`config.mk`:
```
export PLATFORM = sky130hd
export DESIGN_NAME = strict_priority_multi_queue_unit
export DESIGN_NICKNAME = d
export VERILOG_FILES = /design/src/rtl/core/spmq_pkg.sv /design/src/rtl/core/spmq_ctrl.sv /design/src/rtl/core/spmq_dp.sv /design/src/rtl/core/strict_priority_multi_queue_unit.sv
export SDC_FILE = /design/constraint.sdc
export NUM_CORES = 2
export LEC_CHECK = 0
export BUFFER_PORTS_ARGS = -buffer_cell sky130_fd_sc_hd__buf_2
export CORE_MARGIN = 5
export CORE_UTILIZATION = 35
export DETAILED_ROUTE_END_ITERATION = 16
export PLACE_DENSITY_LB_ADDON = 0.3
export SKIP_CTS_REPAIR_TIMING = 1
export SLEW_MARGIN = 5
export SYNTH_ARGS = -nofsm -noshare
export SYNTH_HDL_FRONTEND = slang
export SYNTH_SLANG_ARGS = --single-unit
```
`constraint.sdc`:
```
create_clock -name i_clk -period 4 [get_ports i_clk]
set_clock_uncertainty 0.1 [all_clocks]
set_input_delay 0.4 -clock i_clk [delete_from_list [all_inputs] [get_ports i_clk]]
set_output_delay 0.4 -clock i_clk [all_outputs]
set_load 0.005 [all_outputs]
```
`src/rtl/core/spmq_pkg.sv`:
```
// Shared types, field widths and codes for the strict priority multi-queue.
// Used by spmq_ctrl, spmq_dp and strict_priority_multi_queue_unit.
package spmq_pkg;

    // Default configuration
    localparam int QUEUE_DEPTH_DEF  = 16;
    localparam int LEVELS_DEF       = 4;
    localparam int ACTION_KINDS_DEF = 4;

    // Field widths
    localparam int CMD_W       = 1;
    localparam int LEVEL_W     = 3;
    localparam int PID_W       = 22;
    localparam int ACT_W       = 4;
    localparam int STATUS_W    = 2;
    localparam int OUT_LEVEL_W = 2;
    localparam int JOB_W       = PID_W + ACT_W;
    localparam int IN_DATA_W   = 32;
    localparam int OUT_DATA_W  = 32;

    // Commands
    localparam logic [CMD_W-1:0] CMD_PUSH = 1'b0;
    localparam logic [CMD_W-1:0] CMD_POP  = 1'b1;

    // Result status codes
    localparam logic [STATUS_W-1:0] ST_OK        = 2'd0;
    localparam logic [STATUS_W-1:0] ST_BAD_LEVEL = 2'd1;
    localparam logic [STATUS_W-1:0] ST_FULL      = 2'd2;
    localparam logic [STATUS_W-1:0] ST_EMPTY     = 2'd3;

    // Controller to datapath commands
    typedef struct packed {
        logic capture;  // latch the accepted input transfer
        logic exec;     // run the push or pop on the queues
        logic load;     // move registered read data into the result
    } t_cmd;

    // Datapath to controller status
    typedef struct packed {
        logic out_free; // result register can take a new result this cycle
        logic pop_hit;  // latched command is a pop and some level holds a job
    } t_stat;

endpackage

```
`src/rtl/core/spmq_ctrl.sv`:
```
// Sequencer for the strict priority multi-queue: input handshake and step control.
// Depends on spmq_pkg for the command and status structs.
module spmq_ctrl
    import spmq_pkg::*;
(
    input  logic  i_clk,
    input  logic  i_rst_n,
    input  logic  i_s_tvalid,
    output logic  o_s_tready,
    input  t_stat i_stat,
    output t_cmd  o_cmd
);

    localparam logic [1:0] S_IDLE = 2'd0;
    localparam logic [1:0] S_EXEC = 2'd1;
    localparam logic [1:0] S_LOAD = 2'd2;

    logic [1:0] r_state;
    logic [1:0] n_state;

    // Next state and commands
    always_comb begin
        n_state     = r_state;
        o_cmd       = '0;
        o_s_tready  = 1'b0;
        unique case (r_state)
            S_IDLE: begin
                o_s_tready = 1'b1;
                if (i_s_tvalid) begin
                    o_cmd.capture = 1'b1;
                    n_state       = S_EXEC;
                end
            end
            S_EXEC: begin
                // wait until the result register can take the outcome
                if (i_stat.out_free) begin
                    o_cmd.exec = 1'b1;
                    n_state    = i_stat.pop_hit ? S_LOAD : S_IDLE;
                end
            end
            S_LOAD: begin
                o_cmd.load = 1'b1;
                n_state    = S_IDLE;
            end
            default: begin
                n_state = S_IDLE;
            end
        endcase
    end

    // State register
    always_ff @(posedge i_clk) begin
        if (!i_rst_n) begin
            r_state <= S_IDLE;
        end else begin
            r_state <= n_state;
        end
    end

    a_load_after_exec: assert property (@(posedge i_clk) disable iff (!i_rst_n)
        (r_state == S_LOAD) |-> ($past(r_state) == S_EXEC && $past(i_stat.pop_hit)))
        else $error("load step not preceded by a popping exec step");

    a_capture_only_idle: assert property (@(posedge i_clk) disable iff (!i_rst_n)
        o_cmd.capture |=> (r_state == S_EXEC))
        else $error("captured transfer did not enter exec step");

endmodule

```
`src/rtl/core/spmq_dp.sv`:
```
// Datapath of the strict priority multi-queue: job store, per-level pointers and
// fill counts, priority pick and result register. Depends on spmq_pkg.
module spmq_dp
    import spmq_pkg::*;
#(
    parameter int QUEUE_DEPTH  = QUEUE_DEPTH_DEF,
    parameter int LEVELS       = LEVELS_DEF,
    parameter int ACTION_KINDS = ACTION_KINDS_DEF
) (
    input  logic                  i_clk,
    input  logic                  i_rst_n,
    input  t_cmd                  i_cmd,
    output t_stat                 o_stat,
    input  logic [IN_DATA_W-1:0]  i_s_tdata,
    input  logic [CMD_W-1:0]      i_s_tuser,
    output logic                  o_m_tvalid,
    input  logic                  i_m_tready,
    output logic [OUT_DATA_W-1:0] o_m_tdata,
    output logic [STATUS_W-1:0]   o_m_tuser
);

    localparam int PTR_W     = $clog2(QUEUE_DEPTH);
    localparam int CNT_W     = $clog2(QUEUE_DEPTH + 1);
    localparam int LVL_W     = (LEVELS > 1) ? $clog2(LEVELS) : 1;
    localparam int ADDR_W    = LVL_W + PTR_W;
    localparam int MEM_DEPTH = 1 << ADDR_W;
    localparam logic [PTR_W-1:0] PTR_LAST = PTR_W'(QUEUE_DEPTH - 1);
    localparam logic [CNT_W-1:0] CNT_FULL = CNT_W'(QUEUE_DEPTH);

    // Latched input transfer
    logic [CMD_W-1:0]   r_cmd;
    logic [LEVEL_W-1:0] r_level;
    logic [PID_W-1:0]   r_pid;
    logic [ACT_W-1:0]   r_act;

    // Queue state
    logic [PTR_W-1:0] r_head [LEVELS];
    logic [PTR_W-1:0] r_tail [LEVELS];
    logic [CNT_W-1:0] r_fill [LEVELS];
    logic [JOB_W-1:0] mem    [MEM_DEPTH];
    logic [JOB_W-1:0] r_rd_data;
    logic [LVL_W-1:0] r_sel_lvl;

    // Result register
    logic                   r_out_valid;
    logic [STATUS_W-1:0]    r_out_status;
    logic [OUT_LEVEL_W-1:0] r_out_level;
    logic [PID_W-1:0]       r_out_pid;
    logic [ACT_W-1:0]       r_out_act;
    logic                   r_out_ok;

    logic [LVL_W-1:0] lvl_idx;
    logic             lvl_bad;
    logic             lvl_full;
    logic             push_ok;
    logic             pop_hit;
    logic [LVL_W-1:0] sel_idx;
    logic             any_ne;

    // Capture accepted transfer
    always_ff @(posedge i_clk) begin
        if (i_cmd.capture) begin
            r_cmd   <= i_s_tuser;
            r_level <= i_s_tdata[LEVEL_W-1:0];
            r_pid   <= i_s_tdata[LEVEL_W +: PID_W];
            r_act   <= i_s_tdata[LEVEL_W+PID_W +: ACT_W];
        end
    end

    // Push checks
    assign lvl_idx  = LVL_W'(r_level);
    assign lvl_bad  = (int'(r_level) >= LEVELS);
    assign lvl_full = !lvl_bad && (r_fill[lvl_idx] == CNT_FULL);
    assign push_ok  = (r_cmd == CMD_PUSH) && !lvl_bad && !lvl_full;

    // Pick the lowest-numbered non-empty level
    always_comb begin
        sel_idx = '0;
        any_ne  = 1'b0;
        for (int i = LEVELS - 1; i >= 0; i--) begin
            if (r_fill[i] != '0) begin
                sel_idx = LVL_W'(i);
                any_ne  = 1'b1;
            end
        end
    end

    assign pop_hit         = (r_cmd == CMD_POP) && any_ne;
    assign o_stat.pop_hit  = pop_hit;
    assign o_stat.out_free = !r_out_valid || i_m_tready;

    // Pointer and fill count update
    always_ff @(posedge i_clk) begin
        if (!i_rst_n) begin
            for (int i = 0; i < LEVELS; i++) begin
                r_head[i] <= '0;
                r_tail[i] <= '0;
                r_fill[i] <= '0;
            end
        end else if (i_cmd.exec) begin
            if (push_ok) begin
                r_tail[lvl_idx] <= (r_tail[lvl_idx] == PTR_LAST) ? '0
                                   : r_tail[lvl_idx] + 1'b1;
                r_fill[lvl_idx] <= r_fill[lvl_idx] + 1'b1;
            end else if (pop_hit) begin
                r_head[sel_idx] <= (r_head[sel_idx] == PTR_LAST) ? '0
                                   : r_head[sel_idx] + 1'b1;
                r_fill[sel_idx] <= r_fill[sel_idx] - 1'b1;
            end
        end
    end

    // Job store: one write port, one registered read port
    always_ff @(posedge i_clk) begin
        if (i_cmd.exec && push_ok) begin
            mem[{lvl_idx, r_tail[lvl_idx]}] <= {r_act, r_pid};
        end
        if (i_cmd.exec && pop_hit) begin
            r_rd_data <= mem[{sel_idx, r_head[sel_idx]}];
            r_sel_lvl <= sel_idx;
        end
    end

    // Result payload
    always_ff @(posedge i_clk) begin
        if (i_cmd.exec && !pop_hit) begin
            r_out_level <= '0;
            r_out_pid   <= '0;
            r_out_act   <= '0;
            r_out_ok    <= 1'b0;
            if (r_cmd == CMD_POP) begin
                r_out_status <= ST_EMPTY;
            end else if (lvl_bad) begin
                r_out_status <= ST_BAD_LEVEL;
            end else if (lvl_full) begin
                r_out_status <= ST_FULL;
            end else begin
                r_out_status <= ST_OK;
            end
        end else if (i_cmd.load) begin
            r_out_status <= ST_OK;
            r_out_level  <= OUT_LEVEL_W'(r_sel_lvl);
            r_out_pid    <= r_rd_data[PID_W-1:0];
            r_out_act    <= r_rd_data[PID_W +: ACT_W];
            r_out_ok     <= (int'(r_rd_data[PID_W +: ACT_W]) < ACTION_KINDS);
        end
    end

    // Result valid: set on a new result, clear when the transfer completes
    always_ff @(posedge i_clk) begin
        if (!i_rst_n) begin
            r_out_valid <= 1'b0;
        end else if ((i_cmd.exec && !pop_hit) || i_cmd.load) begin
            r_out_valid <= 1'b1;
        end else if (i_m_tready) begin
            r_out_valid <= 1'b0;
        end
    end

    assign o_m_tvalid = r_out_valid;
    assign o_m_tuser  = r_out_status;
    assign o_m_tdata  = OUT_DATA_W'({r_out_ok, r_out_act, r_out_pid, r_out_level});

    a_exec_needs_room: assert property (@(posedge i_clk) disable iff (!i_rst_n)
        i_cmd.exec |-> (!r_out_valid || i_m_tready))
        else $error("exec step while result register is occupied");

    a_load_sets_valid: assert property (@(posedge i_clk) disable iff (!i_rst_n)
        i_cmd.load |=> r_out_valid)
        else $error("popped job not presented");

    a_pop_hit_level_nonempty: assert property (@(posedge i_clk) disable iff (!i_rst_n)
        (i_cmd.exec && pop_hit) |=> (r_fill[r_sel_lvl] == $past(r_fill[sel_idx]) - 1'b1))
        else $error("pop did not consume one job from the picked level");

endmodule

```
`src/rtl/core/strict_priority_multi_queue_unit.sv`:
```
// Strict priority multi-queue: LEVELS FIFOs of jobs, push by level, pop from level 0 first.
// Push: the input is captured, then exec writes the result; a popped job adds a load step (registered job store read).
// One item in flight; the next input is taken once the result is loaded, so the unit takes no
// new item before it is through with the last, and the exec step waits while the output is stalled.
// Reset (i_rst_n low, synchronous) empties every level; the job store itself is not cleared.
// Depends on spmq_pkg, spmq_ctrl and spmq_dp.
module strict_priority_multi_queue_unit
    import spmq_pkg::*;
#(
    parameter int QUEUE_DEPTH  = QUEUE_DEPTH_DEF,
    parameter int LEVELS       = LEVELS_DEF,
    parameter int ACTION_KINDS = ACTION_KINDS_DEF
) (
    input  logic                  i_clk,
    input  logic                  i_rst_n,
    input  logic                  i_s_tvalid,
    output logic                  o_s_tready,
    // level[2:0], process_id[24:3], action_code[28:25], zero fill
    input  logic [IN_DATA_W-1:0]  i_s_tdata,
    // command[0]
    input  logic [CMD_W-1:0]      i_s_tuser,
    output logic                  o_m_tvalid,
    input  logic                  i_m_tready,
    // out_level[1:0], out_process_id[23:2], out_action_code[27:24], action_ok[28], zero fill
    output logic [OUT_DATA_W-1:0] o_m_tdata,
    // status[1:0]
    output logic [STATUS_W-1:0]   o_m_tuser
);

    t_cmd  cmd;
    t_stat stat;

    spmq_ctrl u_ctrl (
        .i_clk      (i_clk),
        .i_rst_n    (i_rst_n),
        .i_s_tvalid (i_s_tvalid),
        .o_s_tready (o_s_tready),
        .i_stat     (stat),
        .o_cmd      (cmd)
    );

    spmq_dp #(
        .QUEUE_DEPTH  (QUEUE_DEPTH),
        .LEVELS       (LEVELS),
        .ACTION_KINDS (ACTION_KINDS)
    ) u_dp (
        .i_clk      (i_clk),
        .i_rst_n    (i_rst_n),
        .i_cmd      (cmd),
        .o_stat     (stat),
        .i_s_tdata  (i_s_tdata),
        .i_s_tuser  (i_s_tuser),
        .o_m_tvalid (o_m_tvalid),
        .i_m_tready (i_m_tready),
        .o_m_tdata  (o_m_tdata),
        .o_m_tuser  (o_m_tuser)
    );

endmodule

```
# Yosys cells after proc, flatten, opt, wreduce, memory -nomap -nowiden
# Memories as Yosys holds them, arrays and structs flattened. A register that Yosys moved wholly into a read port is not among the register bits.
# Cells that the tools add are included.
# totals
in_bits	37
regBits	66
elab_cells	108
mem_bits_rw	1716
n_memories	4
# mem_list
memory	words	word_bits	rd	rd_ports_with_merged_regs	wr	line_no	source
u_dp.mem	64	26	1	1	1	spmq_dp.sv:40	logic [JOB_W-1:0] mem [MEM_DEPTH];
u_dp.r_fill	4	5	6	1	4	spmq_dp.sv:39	logic [CNT_W-1:0] r_fill [LEVELS];
u_dp.r_head	4	4	1	0	4	spmq_dp.sv:37	logic [PTR_W-1:0] r_head [LEVELS];
u_dp.r_tail	4	4	1	1	4	spmq_dp.sv:38	logic [PTR_W-1:0] r_tail [LEVELS];
# classes
eq_ne	7
n_addsub	4
n_reduce_logical	25
bitwise_logic	1
n_lt_le_gt_ge	2
n_mux	53
# ops
cell	n
2-bit 2-to-1 mux	18
1-bit 2-to-1 mux	28
5-bit nonzero test	4
4-bit 2-to-1 mux	4
5-bit 2-to-1 mux	2
5-bit OR reduction	2
4-bit by 1-bit adder with 4-bit output (second input constant)	2
4-bit == test (second input constant)	2
4-bit OR reduction	2
1-bit logical AND	7
5-bit by 1-bit adder with 5-bit output (second input constant)	1
5-bit == test (second input constant)	1
5-bit by 1-bit subtractor with 5-bit output (second input constant)	1
1-bit zero test	4
4-bit by 3-bit less-than comparator with 1-bit output (second input constant)	1
2-bit != test (second input constant)	2
2-bit case mux with 2 select lines	1
2-bit nonzero test	2
3-bit >= comparator (second input constant)	1
2-bit by 1-bit == test with 1-bit output (second input constant)	1
2-bit == test (second input constant)	1
2-bit zero test	1
1-bit logical OR	2
2-bit AND reduction	1
1-bit NOT	1

# Longest topological paths before layout
# An unclocked memory read counts as a cell.
# logic_depth
ltp_word	14
mapped_depth	15

# By module
# A second synthesis with hierarchy kept.
# unflattened
cells_unflattened	4782
area_unflattened_um2	71033.1
# modules_own_cells
module	n_inst	cells_each	area_each_um2	seq_area_each_um2
spmq_dp	1	4771	70941.8	53971.8
spmq_ctrl	1	11	91.3	40.0

# Worst setup path after synthesis
# Ideal clock, no wire load.
# synth_timing
path_type	register to register
from	register (tool-made name)
to	memory u_dp.mem[42][0] in the netlist's numbering, enable pin
setup_time_ns	0.409
path_slack_ns	0.195
arrival_ns	3.296
stages_incl_launch_ff	10
path_cell_list	dfxtp_1 buf_2 mux4_2 nand3b_1 nor3_1 or4_1 clkbuf_1 nor2_1 nand2_1 nor2_1
# synth_lines
item	line_no
end: declaration	spmq_dp.sv:40

==> run summary <==
* result of the run: complete, no violations
* Hold Vio Cnt, Final: 0
* net switching share of the total power: 22.4%
* sequential fraction of the synthesis area: 76.8%
* starting density of the core: 35.2%
* global placer's final weighted congestion: 0.837
* start point of the critical path: u_dp.r_fill[3][3]$_DFFE_PP_
* critical path type: flip-flop to flip-flop
* sequential cell area: 54000 sq um
* sequential fraction of design power: 51.7%
* most instantiated flip-flop cell in the synthesis netlist: sky130_fd_sc_hd__edfxtp_1
* Reg clk slew, reported paths: 60 ps
* antenna violations before repair: 12
* most common cell after layout, fill and taps aside: sky130_fd_sc_hd__edfxtp_1
* global-route wire length before repair: 274 mm
* Area Growth Syn to Fin: 19.0%
* slowest CP cell: sky130_fd_sc_hd__or4_4
* commonest cells after routing, fill and taps aside: 1776 x sky130_fd_sc_hd__edfxtp_1, 642 x sky130_fd_sc_hd__nand2_1, 296 x sky130_fd_sc_hd__buf_4
* dominant cell type by count on the critical path: sky130_fd_sc_hd__buf_12
* top-level port count: 73
* CTS root buf: sky130_fd_sc_hd__clkbuf_16
* critical hold path startpoint: i_rst_n
* total buffers and inverters traversed by the critical path: 5
* synthesis-stage register bit count: 1810
* number of core rows: 164
* DRC violation total after the first TritonRoute iteration: 4284
* Combinational Power Share: 7.9%
* NetSw: 9.13 mW
* Total Die Area: 210000 sq um
* detail-routed net length per standard cell: 26.6 um
* Overflow after GRT: 0
* remaining antenna violation count after routing: 0
* max incr delay on CP: 570 ps
* Max Clock Freq: 250 MHz
* arrival time of the worst setup path: 4450 ps
* residual DRC count: 0
* PnR Total Power: 40.8 mW
* TritonCTS clock tree: built
* Num CTS Buffers: 184
* post-route fraction of the period consumed by the critical path: 99.8%
* total number of yosys warnings: 0
* vias in the first global route: 37566
* Post-synth EDFFs: 1776
* setup violators final: 0
* average vias per placed instance: 5.34
* first drt pass iteration count: 5
* footprint of the multi-input gates: 15700 sq um
* slew of the pin with the lowest slew margin: 1310 ps
* synthesized instance count: 4043
* overall die width: 458 um
* max-cap violations: 0
* mean instance size in the synthesized netlist: 17.4 sq um
* max-slew violation total from the final report: 0
* worst rel slew slack: 12.8%
* Clock Path Buffers: 3
* maximum fanout along the worst path: 8
* Lkg Pwr: 27.4 nW
* Crit path max-delay family: compound AO/OA/AOI/OAI gates
* part of the total power dissipated in the clock network: 40.4%
* HPWL after detailed placement: 111 mm
* crit end category: flip-flop
* area of the placeable core: 200000 sq um
* total global-route track usage: 17.9%
* die boundary height: 458 um
* power per unit of standard cell area: 487 nW/um^2
* min-delay worst type: input pin to flip-flop
* Synth Cell Area: 70400 sq um
* category of the worst setup path launch point: flip-flop
* vias after detailed routing: 39068
* worst-skew pair later-pin latency: 810 ps
* level count of the clock H-tree: 4
* Setup TNS: 0 ps
* fraction of registers with async set/reset: 0%
* Reg-to-Reg Start: u_dp.r_fill[3][3]$_DFFE_PP_
* clock sinks: 1810
* list of cells traversed by the critical path: or4_4 > or2_4 > a311oi_4 > o22ai_4 > buf_12 > buf_12 > clkinv_16 > buf_16 > mux4_2 > a22oi_2 > o211ai_1 > o21ai_4 > buf_6 > a211oi_2
* Yosys cell types: 75
* number of nets in the final layout: 4541
* DRT Wirelength: 195 mm
* largest net degree at the start of global routing: 109
* number of fillers in the final layout: 17689
* unrepaired setup endpoints after global routing: yes
* Power Internal: 31.7 mW
* layout cells sized above 1: 23.5%
* maximum resistive drop on vdd: 0.322 mV
* clock period minus worst slack: 3990 ps
* count of input and output buffers: 66
* Worst EP required: 4460 ps
-- area by class of cell --
class,count,share of cell area [%]
inverter,28,0.140
antenna,9,0.0269
timing repair buffer,495,5.75
clock inverter,81,0.823
timing repair inverter,1,0.0359
clock buffer,256,6.01
tap,2656,3.97
multi-input combinational,1979,18.7
sequential,1810,64.5
-- power by group through the flow --
stage / combinational (mW) / clock [mW] / sequential, mW
floorplan: 1.57 / 0 / 21.6
global placement: 3.03 / 0 / 21.5
detailed placement: 3.06 / 0 / 21.5
CTS: 3.07 / 16.8 / 21.1
global route: 3.42 / 17.6 / 21.1
finish: 3.22 / 16.5 / 21.1
-- worst register-to-register path: stages (launching register included) --
cell                        delay (ps)
sky130_fd_sc_hd__edfxtp_1          390
sky130_fd_sc_hd__or4_4             570
sky130_fd_sc_hd__or2_4             290
sky130_fd_sc_hd__a311oi_4          270
sky130_fd_sc_hd__o22ai_4           150
sky130_fd_sc_hd__buf_12            160
sky130_fd_sc_hd__buf_12            140
sky130_fd_sc_hd__clkinv_16         100
sky130_fd_sc_hd__buf_16            160
sky130_fd_sc_hd__mux4_2            510
sky130_fd_sc_hd__a22oi_2           220
sky130_fd_sc_hd__o211ai_1          300
sky130_fd_sc_hd__o21ai_4           230
sky130_fd_sc_hd__buf_6             140
sky130_fd_sc_hd__a211oi_2           30
-- Yosys cell counts (3+ instances only) --
master | count | area (sq um)
sky130_fd_sc_hd__nor3_1 | 15 | 75.1
sky130_fd_sc_hd__and4_1 | 3 | 26.3
sky130_fd_sc_hd__or3_1 | 3 | 18.8
sky130_fd_sc_hd__o22ai_1 | 25 | 156
sky130_fd_sc_hd__a22o_1 | 28 | 245
sky130_fd_sc_hd__clkbuf_1 | 103 | 387
sky130_fd_sc_hd__nand3_1 | 175 | 876
sky130_fd_sc_hd__o21a_1 | 28 | 210
sky130_fd_sc_hd__inv_1 | 24 | 90.1
sky130_fd_sc_hd__a31oi_1 | 26 | 163
sky130_fd_sc_hd__nand4_1 | 6 | 37.5
sky130_fd_sc_hd__or2_2 | 5 | 31.3
sky130_fd_sc_hd__buf_1 | 16 | 60.1
sky130_fd_sc_hd__o2111ai_1 | 23 | 201
sky130_fd_sc_hd__edfxtp_1 | 1776 | 53300
sky130_fd_sc_hd__o211ai_1 | 25 | 188
sky130_fd_sc_hd__xnor2_1 | 4 | 35.0
sky130_fd_sc_hd__a21oi_1 | 99 | 495
sky130_fd_sc_hd__nand2_1 | 643 | 2410
sky130_fd_sc_hd__nor2b_1 | 4 | 25.0
sky130_fd_sc_hd__o21ai_0 | 39 | 195
sky130_fd_sc_hd__a211oi_1 | 30 | 225
sky130_fd_sc_hd__a21o_1 | 3 | 22.5
sky130_fd_sc_hd__buf_6 | 16 | 180
sky130_fd_sc_hd__a22oi_1 | 33 | 248
sky130_fd_sc_hd__buf_4 | 20 | 150
sky130_fd_sc_hd__dfxtp_1 | 34 | 681
sky130_fd_sc_hd__a32o_1 | 23 | 230
sky130_fd_sc_hd__mux4_2 | 208 | 4680
sky130_fd_sc_hd__ha_1 | 5 | 62.6
sky130_fd_sc_hd__mux2i_1 | 197 | 1970
sky130_fd_sc_hd__nor2_1 | 124 | 465
sky130_fd_sc_hd__o21ai_1 | 6 | 30.0
sky130_fd_sc_hd__mux2_2 | 50 | 563
sky130_fd_sc_hd__a2111oi_0 | 26 | 228
sky130_fd_sc_hd__or4_1 | 3 | 22.5
sky130_fd_sc_hd__a32oi_1 | 34 | 298
sky130_fd_sc_hd__and2_1 | 9 | 56.3
sky130_fd_sc_hd__buf_2 | 72 | 360
sky130_fd_sc_hd__nand2b_1 | 6 | 37.5
sky130_fd_sc_hd__and3_1 | 28 | 175
sky130_fd_sc_hd__nand3b_1 | 3 | 22.5
-- cells by family after synthesis --
| logic type | share of synthesized area (%) |
|---|---|
| other cells | 0.00533 |
| fa+ha+maj | 0.0889 |
| simple gates | 6.26 |
| mux | 10.3 |
| compound gates | 4.74 |
| buf+inv | 1.82 |
| flops | 76.8 |
| xor+xnor | 0.0747 |
-- path summary, 6_finish.rpt --
| kind | depth (start not counted) | slack (ps) | endpoint |
|---|---|---|---|
| worst min-delay path | 2 | 60 | u_dp.r_head[3][1]$_DFFE_PP_ |
| worst min register to register | 2 | 350 | u_dp.r_out_pid[16]$_SDFFE_PP0P_ |
| worst max register to register | 14 | 8 | u_dp.r_rd_data[10]$_DFFE_PP_ |
| worst max-delay path | 14 | 8 | u_dp.r_rd_data[10]$_DFFE_PP_ |
-- routing by layer --
metal  routed length (um)  GRT usage (%)  vias to the layer above  share of wire [%]
li1                     -              -                    16886                  -
met1                82400           25.3                    20379                 42
met2                90300           28.0                     1539                 46
met3                16200           3.62                      264                8.3
met4                 5930           5.56                        0                3.0
met5                    0              0                        -                  0
-- through the flow --
stage | area (sq um) | util, % | worst slack (ps) | std cells | hold slack, ps
after floorplan | 70400 | - | 195 | 4045 | 353
after CTS | 82600 | 41.3 | -541 | 7239 | -414
after global routing | 83700 | 41.9 | -57.6 | 7307 | 41.6
final | 83800 | 41.9 | 7.77 | 7315 | 55.2
after global placement | 76900 | 38.5 | -502 | 6902 | 340
after detailed placement | 76900 | 38.5 | -518 | 6902 | 346
-- state kept, by name, summed over array words and instances (netlist names), 2 cells and up, named ones only --
| name | flops |
|---|---|
| u_dp.r_sel_lvl | 2 |
| u_dp.o_m_tuser | 2 |
| u_dp.r_pid | 22 |
| u_dp.r_tail | 16 |
| u_ctrl.r_state | 2 |
| u_dp.r_rd_data | 26 |
| u_dp.r_out_level | 2 |
| u_dp.r_head | 16 |
| u_dp.r_out_act | 4 |
| u_dp.r_out_pid | 22 |
| u_dp.r_level | 3 |
| u_dp.r_fill | 20 |
| u_dp.r_act | 4 |
| u_dp.mem | 1664 |
(Power assumes the default switching activity.)
